## src/hw/rtl/dsv_pkg.sv

```systemverilog
// Package for the ISO date string validator: item record, status codes,
// field classes and the month length function. No dependencies.
`timescale 1ns / 1ps

package dsv_pkg;

  localparam int unsigned DSV_FIFO_DEPTH = 2;   // queue entries, 2 or more
  localparam logic [3:0]  DSV_POS_SAT    = 4'd11;
  localparam logic [3:0]  DSV_DATE_LEN   = 4'd10;
  localparam logic [7:0]  DSV_DASH_CODE  = 8'h2D;
  localparam logic [7:0]  DSV_DIGIT_LO   = 8'h30;
  localparam logic [7:0]  DSV_DIGIT_HI   = 8'h39;
  localparam logic [13:0] DSV_MIN_YEAR_RST = 14'd1900;
  localparam logic [13:0] DSV_MAX_YEAR_RST = 14'd9999;

  // Configuration register indexes
  localparam logic DSV_REG_MIN_YEAR = 1'b0;
  localparam logic DSV_REG_MAX_YEAR = 1'b1;

  typedef enum logic [2:0] {
    ST_OK          = 3'd0,
    ST_FORMAT      = 3'd1,
    ST_YEAR_DIGIT  = 3'd2,
    ST_YEAR_RANGE  = 3'd3,
    ST_MONTH_DIGIT = 3'd4,
    ST_MONTH_RANGE = 3'd5,
    ST_DAY_DIGIT   = 3'd6,
    ST_DAY_RANGE   = 3'd7
  } status_e;

  // Which part of the string a character belongs to
  typedef enum logic [2:0] {
    FLD_YEAR_HI,
    FLD_YEAR_LO,
    FLD_DASH,
    FLD_MONTH,
    FLD_DAY,
    FLD_NONE
  } field_e;

  // Classified character as passed from front to back
  typedef struct packed {
    field_e     field;
    logic       char_ok;   // digit in a digit field, dash in a dash field
    logic [3:0] digit;
    logic       last;
    logic       len_ok;    // string length is exactly ten, valid with last
  } dsv_item_t;

  // Days in a month; month is 1..12
  function automatic logic [4:0] dsv_month_len(input logic [3:0] month, input logic leap);
    logic [4:0] len;
    begin
      unique case (month)
        4'd2:                     len = leap ? 5'd29 : 5'd28;
        4'd4, 4'd6, 4'd9, 4'd11:  len = 5'd30;
        default:                  len = 5'd31;
      endcase
      return len;
    end
  endfunction

endpackage

```

## src/hw/rtl/dsv_if.sv

```systemverilog
// Channel interfaces of the date validator: character input and result output.
// Depends on nothing.
`timescale 1ns / 1ps

interface dsv_in_if;
  logic       valid;
  logic       ready;
  logic [7:0] char_code;
  logic       last_char;

  modport source (output valid, output char_code, output last_char, input ready);
  modport sink   (input valid, input char_code, input last_char, output ready);
endinterface

interface dsv_out_if;
  logic        valid;
  logic        ready;
  logic [2:0]  status;
  logic [13:0] year_out;
  logic [3:0]  month_out;
  logic [4:0]  day_out;

  modport source (output valid, output status, output year_out, output month_out,
                  output day_out, input ready);
  modport sink   (input valid, input status, input year_out, input month_out,
                  input day_out, output ready);
endinterface

```

## src/hw/rtl/dsv_front.sv

```systemverilog
// Front end: takes characters, tracks the position and classifies each one.
// Depends on dsv_pkg.
`timescale 1ns / 1ps

module dsv_front (
  input  logic                clk_i,
  input  logic                rst_ni,
  input  logic                char_valid_i,
  output logic                char_ready_o,
  input  logic [7:0]          char_code_i,
  input  logic                last_char_i,
  output logic                item_valid_o,
  input  logic                item_ready_i,
  output dsv_pkg::dsv_item_t  item_o
);
  import dsv_pkg::*;

  logic [3:0] pos_q, pos_d, pos_inc;
  logic       is_digit, is_dash, take;
  field_e     field;

  assign char_ready_o = item_ready_i;
  assign item_valid_o = char_valid_i;
  assign take         = char_valid_i && item_ready_i;

  assign is_digit = (char_code_i >= DSV_DIGIT_LO) && (char_code_i <= DSV_DIGIT_HI);
  assign is_dash  = (char_code_i == DSV_DASH_CODE);
  assign pos_inc  = (pos_q < DSV_POS_SAT) ? pos_q + 4'd1 : pos_q;

  // Map position to field
  always_comb begin
    unique case (pos_q)
      4'd0, 4'd1: field = FLD_YEAR_HI;
      4'd2, 4'd3: field = FLD_YEAR_LO;
      4'd4, 4'd7: field = FLD_DASH;
      4'd5, 4'd6: field = FLD_MONTH;
      4'd8, 4'd9: field = FLD_DAY;
      default:    field = FLD_NONE;
    endcase
  end

  // Build the record
  always_comb begin
    item_o.field   = field;
    item_o.char_ok = (field == FLD_DASH) ? is_dash : is_digit;
    item_o.digit   = is_digit ? char_code_i[3:0] : 4'd0;
    item_o.last    = last_char_i;
    item_o.len_ok  = (pos_inc == DSV_DATE_LEN);
  end

  // Advance the position, restart after the last character
  always_comb begin
    pos_d = pos_q;
    if (take) begin
      pos_d = last_char_i ? 4'd0 : pos_inc;
    end
  end

  always_ff @(posedge clk_i or negedge rst_ni) begin
    if (!rst_ni) begin
      pos_q <= 4'd0;
    end else begin
      pos_q <= pos_d;
    end
  end

endmodule

```

## src/hw/rtl/dsv_fifo.sv

```systemverilog
// Short queue of classified characters between front and back end.
// Depends on dsv_pkg.
`timescale 1ns / 1ps

module dsv_fifo #(
  parameter int unsigned Depth = dsv_pkg::DSV_FIFO_DEPTH
) (
  input  logic                clk_i,
  input  logic                rst_ni,
  input  logic                push_valid_i,
  output logic                push_ready_o,
  input  dsv_pkg::dsv_item_t  push_data_i,
  output logic                pop_valid_o,
  input  logic                pop_ready_i,
  output dsv_pkg::dsv_item_t  pop_data_o
);
  import dsv_pkg::*;

  localparam int unsigned PtrW = $clog2(Depth);
  localparam int unsigned CntW = $clog2(Depth + 1);

  dsv_item_t         mem_q [Depth];
  logic [PtrW-1:0]   wr_ptr_q, rd_ptr_q;
  logic [CntW-1:0]   cnt_q;
  logic              push, pop;

  assign push_ready_o = (cnt_q != CntW'(Depth));
  assign pop_valid_o  = (cnt_q != '0);
  assign pop_data_o   = mem_q[rd_ptr_q];
  assign push         = push_valid_i && push_ready_o;
  assign pop          = pop_valid_o && pop_ready_i;

  function automatic logic [PtrW-1:0] ptr_next(input logic [PtrW-1:0] p);
    begin
      return (p == PtrW'(Depth - 1)) ? '0 : p + 1'b1;
    end
  endfunction

  // Store entries
  always_ff @(posedge clk_i) begin
    if (push) begin
      mem_q[wr_ptr_q] <= push_data_i;
    end
  end

  // Move pointers and count
  always_ff @(posedge clk_i or negedge rst_ni) begin
    if (!rst_ni) begin
      wr_ptr_q <= '0;
      rd_ptr_q <= '0;
      cnt_q    <= '0;
    end else begin
      if (push) begin
        wr_ptr_q <= ptr_next(wr_ptr_q);
      end
      if (pop) begin
        rd_ptr_q <= ptr_next(rd_ptr_q);
      end
      if (push && !pop) begin
        cnt_q <= cnt_q + 1'b1;
      end else if (pop && !push) begin
        cnt_q <= cnt_q - 1'b1;
      end
    end
  end

endmodule

```

## src/hw/rtl/dsv_back.sv

```systemverilog
// Back end: accumulates fields, checks the date on the last character and
// holds the result register. Depends on dsv_pkg and dsv_if.
`timescale 1ns / 1ps

module dsv_back (
  input  logic                clk_i,
  input  logic                rst_ni,
  input  logic                item_valid_i,
  output logic                item_ready_o,
  input  dsv_pkg::dsv_item_t  item_i,
  input  logic [13:0]         min_year_i,
  input  logic [13:0]         max_year_i,
  dsv_out_if.source           out_o
);
  import dsv_pkg::*;

  logic        dash_err_q, dash_err_d;
  logic [13:0] year_q, year_d;
  logic [6:0]  month_q, month_d;
  logic [6:0]  day_q, day_d;
  logic [1:0]  hi4_q, hi4_d;     // first two year digits, mod 4
  logic [6:0]  lo_q, lo_d;       // last two year digits
  logic        ynd_q, ynd_d, mnd_q, mnd_d, dnd_q, dnd_d;

  logic        slot_free, pop, leap;
  logic [4:0]  mlen;
  status_e     status;

  logic        out_valid_q;
  status_e     status_q;
  logic [13:0] year_out_q;
  logic [3:0]  month_out_q;
  logic [4:0]  day_out_q;

  assign slot_free    = !out_valid_q || out_o.ready;
  assign item_ready_o = !item_i.last || slot_free;
  assign pop          = item_valid_i && item_ready_o;

  // Fold the character into the field accumulators
  always_comb begin
    dash_err_d = dash_err_q;
    year_d     = year_q;
    month_d    = month_q;
    day_d      = day_q;
    hi4_d      = hi4_q;
    lo_d       = lo_q;
    ynd_d      = ynd_q;
    mnd_d      = mnd_q;
    dnd_d      = dnd_q;
    unique case (item_i.field)
      FLD_DASH: begin
        if (!item_i.char_ok) dash_err_d = 1'b1;
      end
      FLD_YEAR_HI, FLD_YEAR_LO: begin
        if (!item_i.char_ok) begin
          ynd_d = 1'b1;
        end else begin
          year_d = {year_q[10:0], 3'b000} + {year_q[12:0], 1'b0} + {10'd0, item_i.digit};
          if (item_i.field == FLD_YEAR_HI) begin
            hi4_d = {hi4_q[0], 1'b0} + item_i.digit[1:0];
          end else begin
            lo_d = {lo_q[3:0], 3'b000} + {lo_q[5:0], 1'b0} + {3'd0, item_i.digit};
          end
        end
      end
      FLD_MONTH: begin
        if (!item_i.char_ok) begin
          mnd_d = 1'b1;
        end else begin
          month_d = {month_q[3:0], 3'b000} + {month_q[5:0], 1'b0} + {3'd0, item_i.digit};
        end
      end
      FLD_DAY: begin
        if (!item_i.char_ok) begin
          dnd_d = 1'b1;
        end else begin
          day_d = {day_q[3:0], 3'b000} + {day_q[5:0], 1'b0} + {3'd0, item_i.digit};
        end
      end
      default: begin
      end
    endcase
  end

  // Leap year from the two digit pairs; only used when all year digits are digits
  assign leap = (lo_d == 7'd0) ? (hi4_d == 2'd0) : (lo_d[1:0] == 2'd0);
  assign mlen = dsv_month_len(month_d[3:0], leap);

  // Check in priority order
  always_comb begin
    if (!item_i.len_ok || dash_err_d)                 status = ST_FORMAT;
    else if (ynd_d)                                   status = ST_YEAR_DIGIT;
    else if (year_d < min_year_i || year_d > max_year_i) status = ST_YEAR_RANGE;
    else if (mnd_d)                                   status = ST_MONTH_DIGIT;
    else if (month_d == 7'd0 || month_d > 7'd12)      status = ST_MONTH_RANGE;
    else if (dnd_d)                                   status = ST_DAY_DIGIT;
    else if (day_d == 7'd0 || day_d > {2'b00, mlen})  status = ST_DAY_RANGE;
    else                                              status = ST_OK;
  end

  // Hold the accumulators, clear after the last character
  always_ff @(posedge clk_i or negedge rst_ni) begin
    if (!rst_ni) begin
      dash_err_q <= 1'b0;
      year_q     <= '0;
      month_q    <= '0;
      day_q      <= '0;
      hi4_q      <= '0;
      lo_q       <= '0;
      ynd_q      <= 1'b0;
      mnd_q      <= 1'b0;
      dnd_q      <= 1'b0;
    end else if (pop) begin
      if (item_i.last) begin
        dash_err_q <= 1'b0;
        year_q     <= '0;
        month_q    <= '0;
        day_q      <= '0;
        hi4_q      <= '0;
        lo_q       <= '0;
        ynd_q      <= 1'b0;
        mnd_q      <= 1'b0;
        dnd_q      <= 1'b0;
      end else begin
        dash_err_q <= dash_err_d;
        year_q     <= year_d;
        month_q    <= month_d;
        day_q      <= day_d;
        hi4_q      <= hi4_d;
        lo_q       <= lo_d;
        ynd_q      <= ynd_d;
        mnd_q      <= mnd_d;
        dnd_q      <= dnd_d;
      end
    end
  end

  // Result register: load on the last character, drop once transferred
  always_ff @(posedge clk_i or negedge rst_ni) begin
    if (!rst_ni) begin
      out_valid_q <= 1'b0;
    end else if (pop && item_i.last) begin
      out_valid_q <= 1'b1;
    end else if (out_o.ready) begin
      out_valid_q <= 1'b0;
    end
  end

  always_ff @(posedge clk_i) begin
    if (pop && item_i.last) begin
      status_q    <= status;
      year_out_q  <= (status == ST_OK) ? year_d : 14'd0;
      month_out_q <= (status == ST_OK) ? month_d[3:0] : 4'd0;
      day_out_q   <= (status == ST_OK) ? day_d[4:0] : 5'd0;
    end
  end

  assign out_o.valid     = out_valid_q;
  assign out_o.status    = status_q;
  assign out_o.year_out  = year_out_q;
  assign out_o.month_out = month_out_q;
  assign out_o.day_out   = day_out_q;

endmodule

```

## src/hw/rtl/iso_date_string_validator.sv

```systemverilog
// Top level of the ISO date string validator: configuration registers and
// the front end, queue and back end. Depends on dsv_pkg, dsv_if and submodules.
//
//  channel | dir | transfer         | payload
//  --------+-----+------------------+-----------------------------------------
//  in_i    | in  | valid && ready   | char_code[7:0], last_char
//  out_o   | out | valid && ready   | status[2:0], year_out, month_out, day_out
//  APB     | in  | psel&penable&pwrite | paddr[2] selects min_year / max_year
//
// One character per cycle is taken while the queue has room; after the last
// character is transferred it passes through a queue entry, then the result
// register, from which the result transfers.
// The result register stalls only the last character of the next string;
// other characters go on into the two-entry queue until it fills.
// Reset clears the position, accumulators, queue and result valid; the
// year limits return to 1900 and 9999.
`timescale 1ns / 1ps

module iso_date_string_validator #(
  parameter int unsigned FifoDepth = dsv_pkg::DSV_FIFO_DEPTH
) (
  input  logic        clk_i,
  input  logic        rst_ni,
  dsv_in_if.sink      in_i,
  dsv_out_if.source   out_o,
  input  logic        psel,
  input  logic        penable,
  input  logic        pwrite,
  input  logic [2:0]  paddr,
  input  logic [31:0] pwdata,
  output logic [31:0] prdata,
  output logic        pready
);
  import dsv_pkg::*;

  logic [13:0] min_year_q, max_year_q;
  logic        cfg_wr;

  logic        f_valid, f_ready, b_valid, b_ready;
  dsv_item_t   f_item, b_item;

  // Configuration port
  assign pready = 1'b1;
  assign cfg_wr = psel && penable && pwrite && pready;
  assign prdata = (paddr[2] == DSV_REG_MAX_YEAR) ? {18'd0, max_year_q} : {18'd0, min_year_q};

  always_ff @(posedge clk_i or negedge rst_ni) begin
    if (!rst_ni) begin
      min_year_q <= DSV_MIN_YEAR_RST;
      max_year_q <= DSV_MAX_YEAR_RST;
    end else if (cfg_wr) begin
      if (paddr[2] == DSV_REG_MIN_YEAR) begin
        min_year_q <= pwdata[13:0];
      end else begin
        max_year_q <= pwdata[13:0];
      end
    end
  end

  dsv_front u_front (
    .clk_i        (clk_i),
    .rst_ni       (rst_ni),
    .char_valid_i (in_i.valid),
    .char_ready_o (in_i.ready),
    .char_code_i  (in_i.char_code),
    .last_char_i  (in_i.last_char),
    .item_valid_o (f_valid),
    .item_ready_i (f_ready),
    .item_o       (f_item)
  );

  dsv_fifo #(
    .Depth (FifoDepth)
  ) u_fifo (
    .clk_i        (clk_i),
    .rst_ni       (rst_ni),
    .push_valid_i (f_valid),
    .push_ready_o (f_ready),
    .push_data_i  (f_item),
    .pop_valid_o  (b_valid),
    .pop_ready_i  (b_ready),
    .pop_data_o   (b_item)
  );

  dsv_back u_back (
    .clk_i        (clk_i),
    .rst_ni       (rst_ni),
    .item_valid_i (b_valid),
    .item_ready_o (b_ready),
    .item_i       (b_item),
    .min_year_i   (min_year_q),
    .max_year_i   (max_year_q),
    .out_o        (out_o)
  );

endmodule

```

## src/flat_wrapper.sv

```systemverilog
// flat-port wrapper written by rule: the top's interface ports become plain ports
module iso_date_string_validator_flat import dsv_pkg::*;
#(
  parameter int unsigned FifoDepth = dsv_pkg::DSV_FIFO_DEPTH
)
  (clk_i, rst_ni, psel, penable, pwrite, paddr, pwdata, prdata, pready, in_i_valid, in_i_char_code, in_i_last_char, in_i_ready, out_o_valid, out_o_status, out_o_year_out, out_o_month_out, out_o_day_out, out_o_ready);
  dsv_in_if in_i_i ();
  dsv_out_if out_o_i ();
  input  logic clk_i;
  input  logic rst_ni;
  input  logic psel;
  input  logic penable;
  input  logic pwrite;
  input  logic [2:0] paddr;
  input  logic [31:0] pwdata;
  output logic [31:0] prdata;
  output logic pready;
  input wire logic [$bits(in_i_i.valid)-1:0] in_i_valid;
  input wire logic [$bits(in_i_i.char_code)-1:0] in_i_char_code;
  input wire logic [$bits(in_i_i.last_char)-1:0] in_i_last_char;
  output wire logic [$bits(in_i_i.ready)-1:0] in_i_ready;
  output wire logic [$bits(out_o_i.valid)-1:0] out_o_valid;
  output wire logic [$bits(out_o_i.status)-1:0] out_o_status;
  output wire logic [$bits(out_o_i.year_out)-1:0] out_o_year_out;
  output wire logic [$bits(out_o_i.month_out)-1:0] out_o_month_out;
  output wire logic [$bits(out_o_i.day_out)-1:0] out_o_day_out;
  input wire logic [$bits(out_o_i.ready)-1:0] out_o_ready;
  assign in_i_i.valid = in_i_valid;
  assign in_i_i.char_code = in_i_char_code;
  assign in_i_i.last_char = in_i_last_char;
  assign in_i_ready = in_i_i.ready;
  assign out_o_valid = out_o_i.valid;
  assign out_o_status = out_o_i.status;
  assign out_o_year_out = out_o_i.year_out;
  assign out_o_month_out = out_o_i.month_out;
  assign out_o_day_out = out_o_i.day_out;
  assign out_o_i.ready = out_o_ready;
  iso_date_string_validator #(.FifoDepth(FifoDepth)) u_core (.clk_i(clk_i), .rst_ni(rst_ni), .in_i(in_i_i), .out_o(out_o_i), .psel(psel), .penable(penable), .pwrite(pwrite), .paddr(paddr), .pwdata(pwdata), .prdata(prdata), .pready(pready));
endmodule
```

## config.mk

```make
export PLATFORM = sky130hd
export DESIGN_NAME = iso_date_string_validator_flat
export DESIGN_NICKNAME = d
export VERILOG_FILES = /design/src/hw/rtl/dsv_pkg.sv /design/src/hw/rtl/dsv_if.sv /design/src/hw/rtl/dsv_front.sv /design/src/hw/rtl/dsv_fifo.sv /design/src/hw/rtl/dsv_back.sv /design/src/hw/rtl/iso_date_string_validator.sv /design/src/flat_wrapper.sv
export SDC_FILE = /design/constraint.sdc
export NUM_CORES = 1
export LEC_CHECK = 0
export BUFFER_PORTS_ARGS = -buffer_cell sky130_fd_sc_hd__buf_2
export CORE_MARGIN = 1
export CORE_UTILIZATION = 45
export DETAILED_ROUTE_END_ITERATION = 10
export PLACE_DENSITY = 0.65
export SLEW_MARGIN = 20
export SYNTH_ARGS = -nofsm -noshare
export SYNTH_HDL_FRONTEND = slang
export SYNTH_HIERARCHICAL = 1
export SYNTH_SLANG_ARGS = --single-unit
```

## constraint.sdc

```tcl
create_clock -name clk_i -period 6.8 [get_ports clk_i]
set_input_delay 0.34 -clock clk_i [delete_from_list [all_inputs] [get_ports clk_i]]
set_output_delay 0.34 -clock clk_i [all_outputs]
set_load 0.005 [all_outputs]
```

# --- After elaboration in Yosys (flattened, before gate mapping) ---
# Memory sizes are Yosys's and may differ from the RTL's.
# Cells that the tools add are included.
totals:
  n_memories: 2
  elab_cells: 142
  ramBits: 20
  mem_bits_ro: 48
  register_bits: 104
  input_bits: 51
classes:
  n_eq_ne: 13
  order_cmp: 7
  mux: 52
  bitwise: 1
  reduce_logical: 33
  add_sub_neg: 14
memory_table:
  columns: ["memory", "words", "word_bits", "read_ports", "rd_ports_with_merged_regs", "wr", "line_no", "rtl"]
  rows:
  - ["(no name shown)", 16, 3, 1, 0, 0, "dsv_front.sv:32", "unique case (pos_q)"]
  - ["u_core.u_fifo.mem_q", 2, 10, 1, 0, 1, "dsv_fifo.sv:22", "dsv_item_t mem_q [Depth];"]
op_table:
  columns: ["operator", "n"]
  rows:
  - ["2-to-1 mux 7 bit", 10]
  - ["2-to-1 mux 14 bit", 4]
  - ["adder 7 x 4 -> 7 bit", 3]
  - ["adder 7 bit", 3]
  - ["logical NOT 7 bit", 3]
  - ["2-to-1 mux 1 bit", 21]
  - ["2-to-1 mux 3 bit", 7]
  - ["adder 14 bit", 1]
  - ["adder 14 x 4 -> 14 bit", 1]
  - ["greater-than comparator 14 bit", 1]
  - ["< comparator 14 bit", 1]
  - ["== test 4 bit (second input constant)", 3]
  - ["2-to-1 mux 2 bit", 6]
  - ["2-to-1 mux 4 bit", 3]
  - ["== test 3 x 2 -> 1 bit (second input constant)", 3]
  - ["== test 4 x 3 -> 1 bit (second input constant)", 2]
  - ["== test 8 x 6 -> 1 bit (second input constant)", 1]
  - [">= comparator 8 x 6 -> 1 bit (second input constant)", 1]
  - ["less-or-equal comparator 8 x 6 -> 1 bit (second input constant)", 1]
  - ["logical AND 1 bit", 8]
  - ["greater-than comparator 7 x 4 -> 1 bit (second input constant)", 1]
  - ["greater-than comparator 7 x 5 -> 1 bit", 1]
  - ["logical NOT 3 bit", 2]
  - ["logical OR 1 bit", 6]
  - ["other kinds (18)", 27]

# --- Logic depth before layout (Yosys ltp) ---
logic_depth:
  ltp_word: 19
  ltp_mapped: 21
  depth_no_buf: 18

# --- Cells and area by module ---
# The synthesis kept the hierarchy.
by_module_without_submodules:
  columns: ["module", "n_inst", "cells_per_inst", "seq_area_each_um2", "area_each_um2"]
  rows:
  - ["dsv_back", 1, 601, 1831.8, 5662.9]
  - ["iso_date_string_validator", 1, 97, 719.4, 1463.9]
  - ["dsv_fifo", 1, 49, 700.7, 932.1]
  - ["dsv_front", 1, 51, 100.1, 390.4]

# --- Worst setup path before layout ---
# No wires, ideal clock.
synth_timing:
  path_type: "register to register"
  start: "reg u_core.u_fifo.rd_ptr_q"
  end: "reg u_core.u_back.year_out_q[12] (netlist: u_core/u_back/out_o.year_out[12]) (data pin)"
  setup_slack_ns: 2.037
  setup_ns: 0.170
  arrival_ns: 4.592
  path_buffers: 3
  stages_incl_launch_ff: 20
  synth_period_minus_slack_ns: 4.763
  cell_sequence: "dfrtp_1 > buf_4 > mux2_2 > fa_1 > inv_1 > fa_1 > nor2b_1 > o31a_1 > o21bai_1 > a21o_1 > a211o_1 > ha_1 > nand3_1 > nor3_1 > a221o_1 > a211oi_2 > or3_1 > buf_4 > buf_12 > nor4b_2"
synth_rtl:
  columns: ["element", "line_no", "rtl"]
  rows:
  - ["from (decl)", "dsv_fifo.sv:23", "logic [PtrW-1:0] wr_ptr_q, rd_ptr_q;"]
  - ["from (signal assigned)", "dsv_fifo.sv:57", "rd_ptr_q <= ptr_next(rd_ptr_q);"]
  - ["to (signal assigned)", "dsv_back.sv:152", "year_out_q <= (status == ST_OK) ? year_d : 14'd0;"]
  - ["to (decl)", "dsv_back.sv:31", "logic [13:0] year_out_q;"]

==> run_results.csv <==
group,metric,value,unit
flow_run,maxCapViolCount,0,
synth,synth_seq_cells,124,
critical_path,path_class,"register to register",
min_path,hold_end,"u_core/min_year_q[2]",
power,p_sw_frac,0.431,
critical_path,rr_startpoint,"u_core/u_fifo/rd_ptr_q",
placement,place_area,8860,µm²
clocking,cts_buffers,17,
synth,synthCells,798,
clocking,cts_tree,"built",
synth,syn_area,8450,µm²
clocking,clock_sinks,124,
timing,setup_viol_count_final,0,
finish,layout-drive-gt1-share,0.242,
finish,stdcell_count,1105,
clocking,root_buffer,"clkbuf_16",
finish,fin_area,9460,µm²
synth,synth_edf_count,46,
global_routing,grt_pass1_wl,31000,µm
global_routing,grt_pass1_vias,6087,
finish,syn_to_final_growth,12.0,%
synth,synth_top_area_share,0.187,
finish,final_cell_mix,"ha_1, buf_2, dfrtp_1, inv_1, nand2_1",
placement,placedCellCount,1072,
critical_path,cp.required,6.94,ns
power,leakage,4.36,nW
placement,gp_congestion,0.838,
clocking,post_cts_buffers,0,
global_routing,antenna_found_initial,0,
timing,worstMarginPinSlew,0.890,ns
min_path,hold_path_startpoint,"pwdata[2]",
critical_path,critPathMaxFanout,13,
synth,ys.flop_type,"dfrtp_1",
detailed_routing,vias,6142,
timing,fin_tns_setup,0,ns
detailed_routing,firstDrtPassIters,8,
global_routing,grt_max_degree,50,
outcome,status,"complete, but fails checks",
global_routing,grt_overflow_total,0,
outcome,violations,"design-rule violations",
clocking,clk_latency,0.42,ns
synth,yosysTopAreaCell,"dfrtp_1",
detailed_routing,via_per_inst,5.56,
placement,port_buffers,72,
power,power_density,431,nW/µm²
floorplan,start_util,0.464,
global_routing,grt_usage,0.204,
min_path,min_path_cells,2,
finish,num_antenna_cells,0,
synth,yosys_warnings,6,
critical_path,rr_endpoint,"u_core/u_back/out_o.year_out[1]",
critical_path,end_kind,"register",
floorplan,die_x,139,µm
placement,pre_cts_ws,1.29,ns
detailed_routing,ant_nets,0,
floorplan,die-area,19300,µm²
power,seqPwrFrac,0.296,
synth,async_reset_ff_frac,0.629,
floorplan,io_pins,112,
timing,finalWorstSetupSlack,1.22,ns
floorplan,rows,49,
power,irDropWorstVdd,228,µV
timing,slew_headroom,0.405,
timing,finClkSkew,0.00771,ns
timing,min_period_over_period,0.820,
clocking,cts_buffer_depth,2,
timing,rsz0062_at_grt,"false",
critical_path,r2r_slack,1.22,ns
detailed_routing,routed_wl,18500,µm
placement,hpwl,13400,µm
detailed_routing,wl_per_cell,16.8,µm
detailed_routing,first_iter_violations,370,
synth,ys_seq_area_frac,0.397,
clocking,cts.htree.levels,4,
synth,syn_area_per_cell,10.6,µm²
critical_path,arrival,5.71,ns
power,clockPowerShare,0.221,
clocking,clk_pin_slew,0.06,ns
power,power.switching,1.76,mW
min_path,min_path_type,"input port to register",
power,cell_internal_pwr,2.32,mW
timing,max_freq,179,MHz
synth,ys_types,82,
critical_path,critPathLaunchType,"register",
timing,fin_crit,5.58,ns
floorplan,fp.dieH,139,µm
floorplan,coreArea,18200,µm²
finish,finalNetCount,999,
synth,yosys-top-cells-area,"dfrtp_1, edfxtp_1, ha_1",
detailed_routing,drc,5,
finish,layout_commonest_cell,"ha_1",
power,p_comb_frac,0.483,
critical_path,r2r_cells,17,
timing,final_hold_viol_count,0,
timing,finalMaxSlewViolations,0,
flip-flops by register name (all words and copies together) (netlist names), 2 cells and up:
signal,count
u_core/u_fifo/mem_q,20
u_core/max_year_q,14
u_core/min_year_q,14
u_core/u_back/out_o.year_out,14
u_core/u_back/year_q,14
u_core/u_back/day_q,7
u_core/u_back/lo_q,7
u_core/u_back/month_q,7
u_core/u_back/out_o.day_out,5
u_core/u_back/out_o.month_out,4
u_core/u_front/pos_q,4
u_core/u_back/out_o.status,3
u_core/u_back/hi4_q,2
u_core/u_fifo/cnt_q,2
cells by family after synthesis:
logic type,after synthesis,synth area share
flops,124,0.397
buf+inv,113,0.0699
other cells,2,0.000889
compound gates,168,0.131
xor+xnor,24,0.0249
fa+ha+maj,85,0.133
mux,66,0.0909
simple gates,216,0.153
cells in the mapped netlist, types with 11 or more instances:
cell type and instances:
a21oi_1 37, buf_4 29, clkbuf_1 13, dfrtp_1 63, dfstp_2 15, edfxtp_1 46, ha_1 77, inv_1 61
mux2_2 43, mux2i_1 12, nand2_1 52, nand3_1 13, nor2_1 44, nor3_1 16, nor4_1 11, o21ai_0 42
xnor2_1 13, xor2_1 11
critical path, cell delays in order (launching register included):
cell      delay, ns
dfrtp_1        0.35
mux2_2         0.45
fa_1           0.60
inv_1          0.08
fa_1           0.46
nor2b_1        0.19
o31a_1         0.20
o21bai_1       0.18
a2111o_1       0.40
o211ai_1       0.24
ha_1           0.33
nand2_1        0.10
nor3_1         0.08
a221o_1        0.31
a211oi_2       0.31
or3_1          0.58
buf_4          0.33
nor4_1         0.08
metal layers:
metal | vias to the layer above | global-route usage | wire length, µm
met5 | - | 0 | 0
met4 | 0 | 0.0596 | 249
met3 | 20 | 0.0387 | 749
met2 | 124 | 0.332 | 8710
met1 | 2974 | 0.278 | 8820
li1 | 3024 | - | -
power by group through the flow:
stage          registers (mW)  clock network, mW  logic, mW
2_1_floorplan            1.18                  0       1.46
3_3_place_gp             1.21                  0       1.92
3_5_place_dp             1.22                  0       1.95
4_1_cts                  1.21              0.923       1.97
5_1_grt                  1.24              0.952       2.21
6_report                 1.21              0.899       1.97
final cells by class:
class,instances,area (µm²)
flip-flops and latches,124,3350
clock inverters,15,164
multi-input cells,578,4570
inverters,61,229
well taps,229,287
repair buffers,81,433
clock buffers,17,425
fillers,1613,8750
metrics by stage:
stage	util	hold WS [ns]	power, mW
global route	0.520	0.152	4.40
floorplan	-	0.0444	2.64
detailed placement	0.487	0.316	3.17
global placement	0.487	0.317	3.13
CTS	0.520	0.139	4.10
finish	0.520	0.162	4.08
worst max-delay path by stage:
stage,cells after the start,startpoint,endpoint
3_3_place_gp,19,u_core/u_fifo/rd_ptr_q,u_core/u_back/out_o.day_out[0]
5_1_grt,17,u_core/u_fifo/rd_ptr_q,u_core/u_back/out_o.day_out[1]
3_5_place_dp,19,u_core/u_fifo/rd_ptr_q,u_core/u_back/out_o.year_out[1]
6_report,17,u_core/u_fifo/rd_ptr_q,u_core/u_back/out_o.year_out[1]
2_1_floorplan,19,u_core/u_fifo/rd_ptr_q,u_core/u_back/out_o.year_out[12]
4_1_cts,19,u_core/u_fifo/rd_ptr_q,u_core/u_back/out_o.year_out[1]
timing repair:
item                                    CTS  global route
hold buffers                              1             0
resized for setup                         0             0
endpoints found under the setup margin    0             0
endpoints found under the hold margin    29             0
No activity file was read; power rests on OpenSTA's default activity.
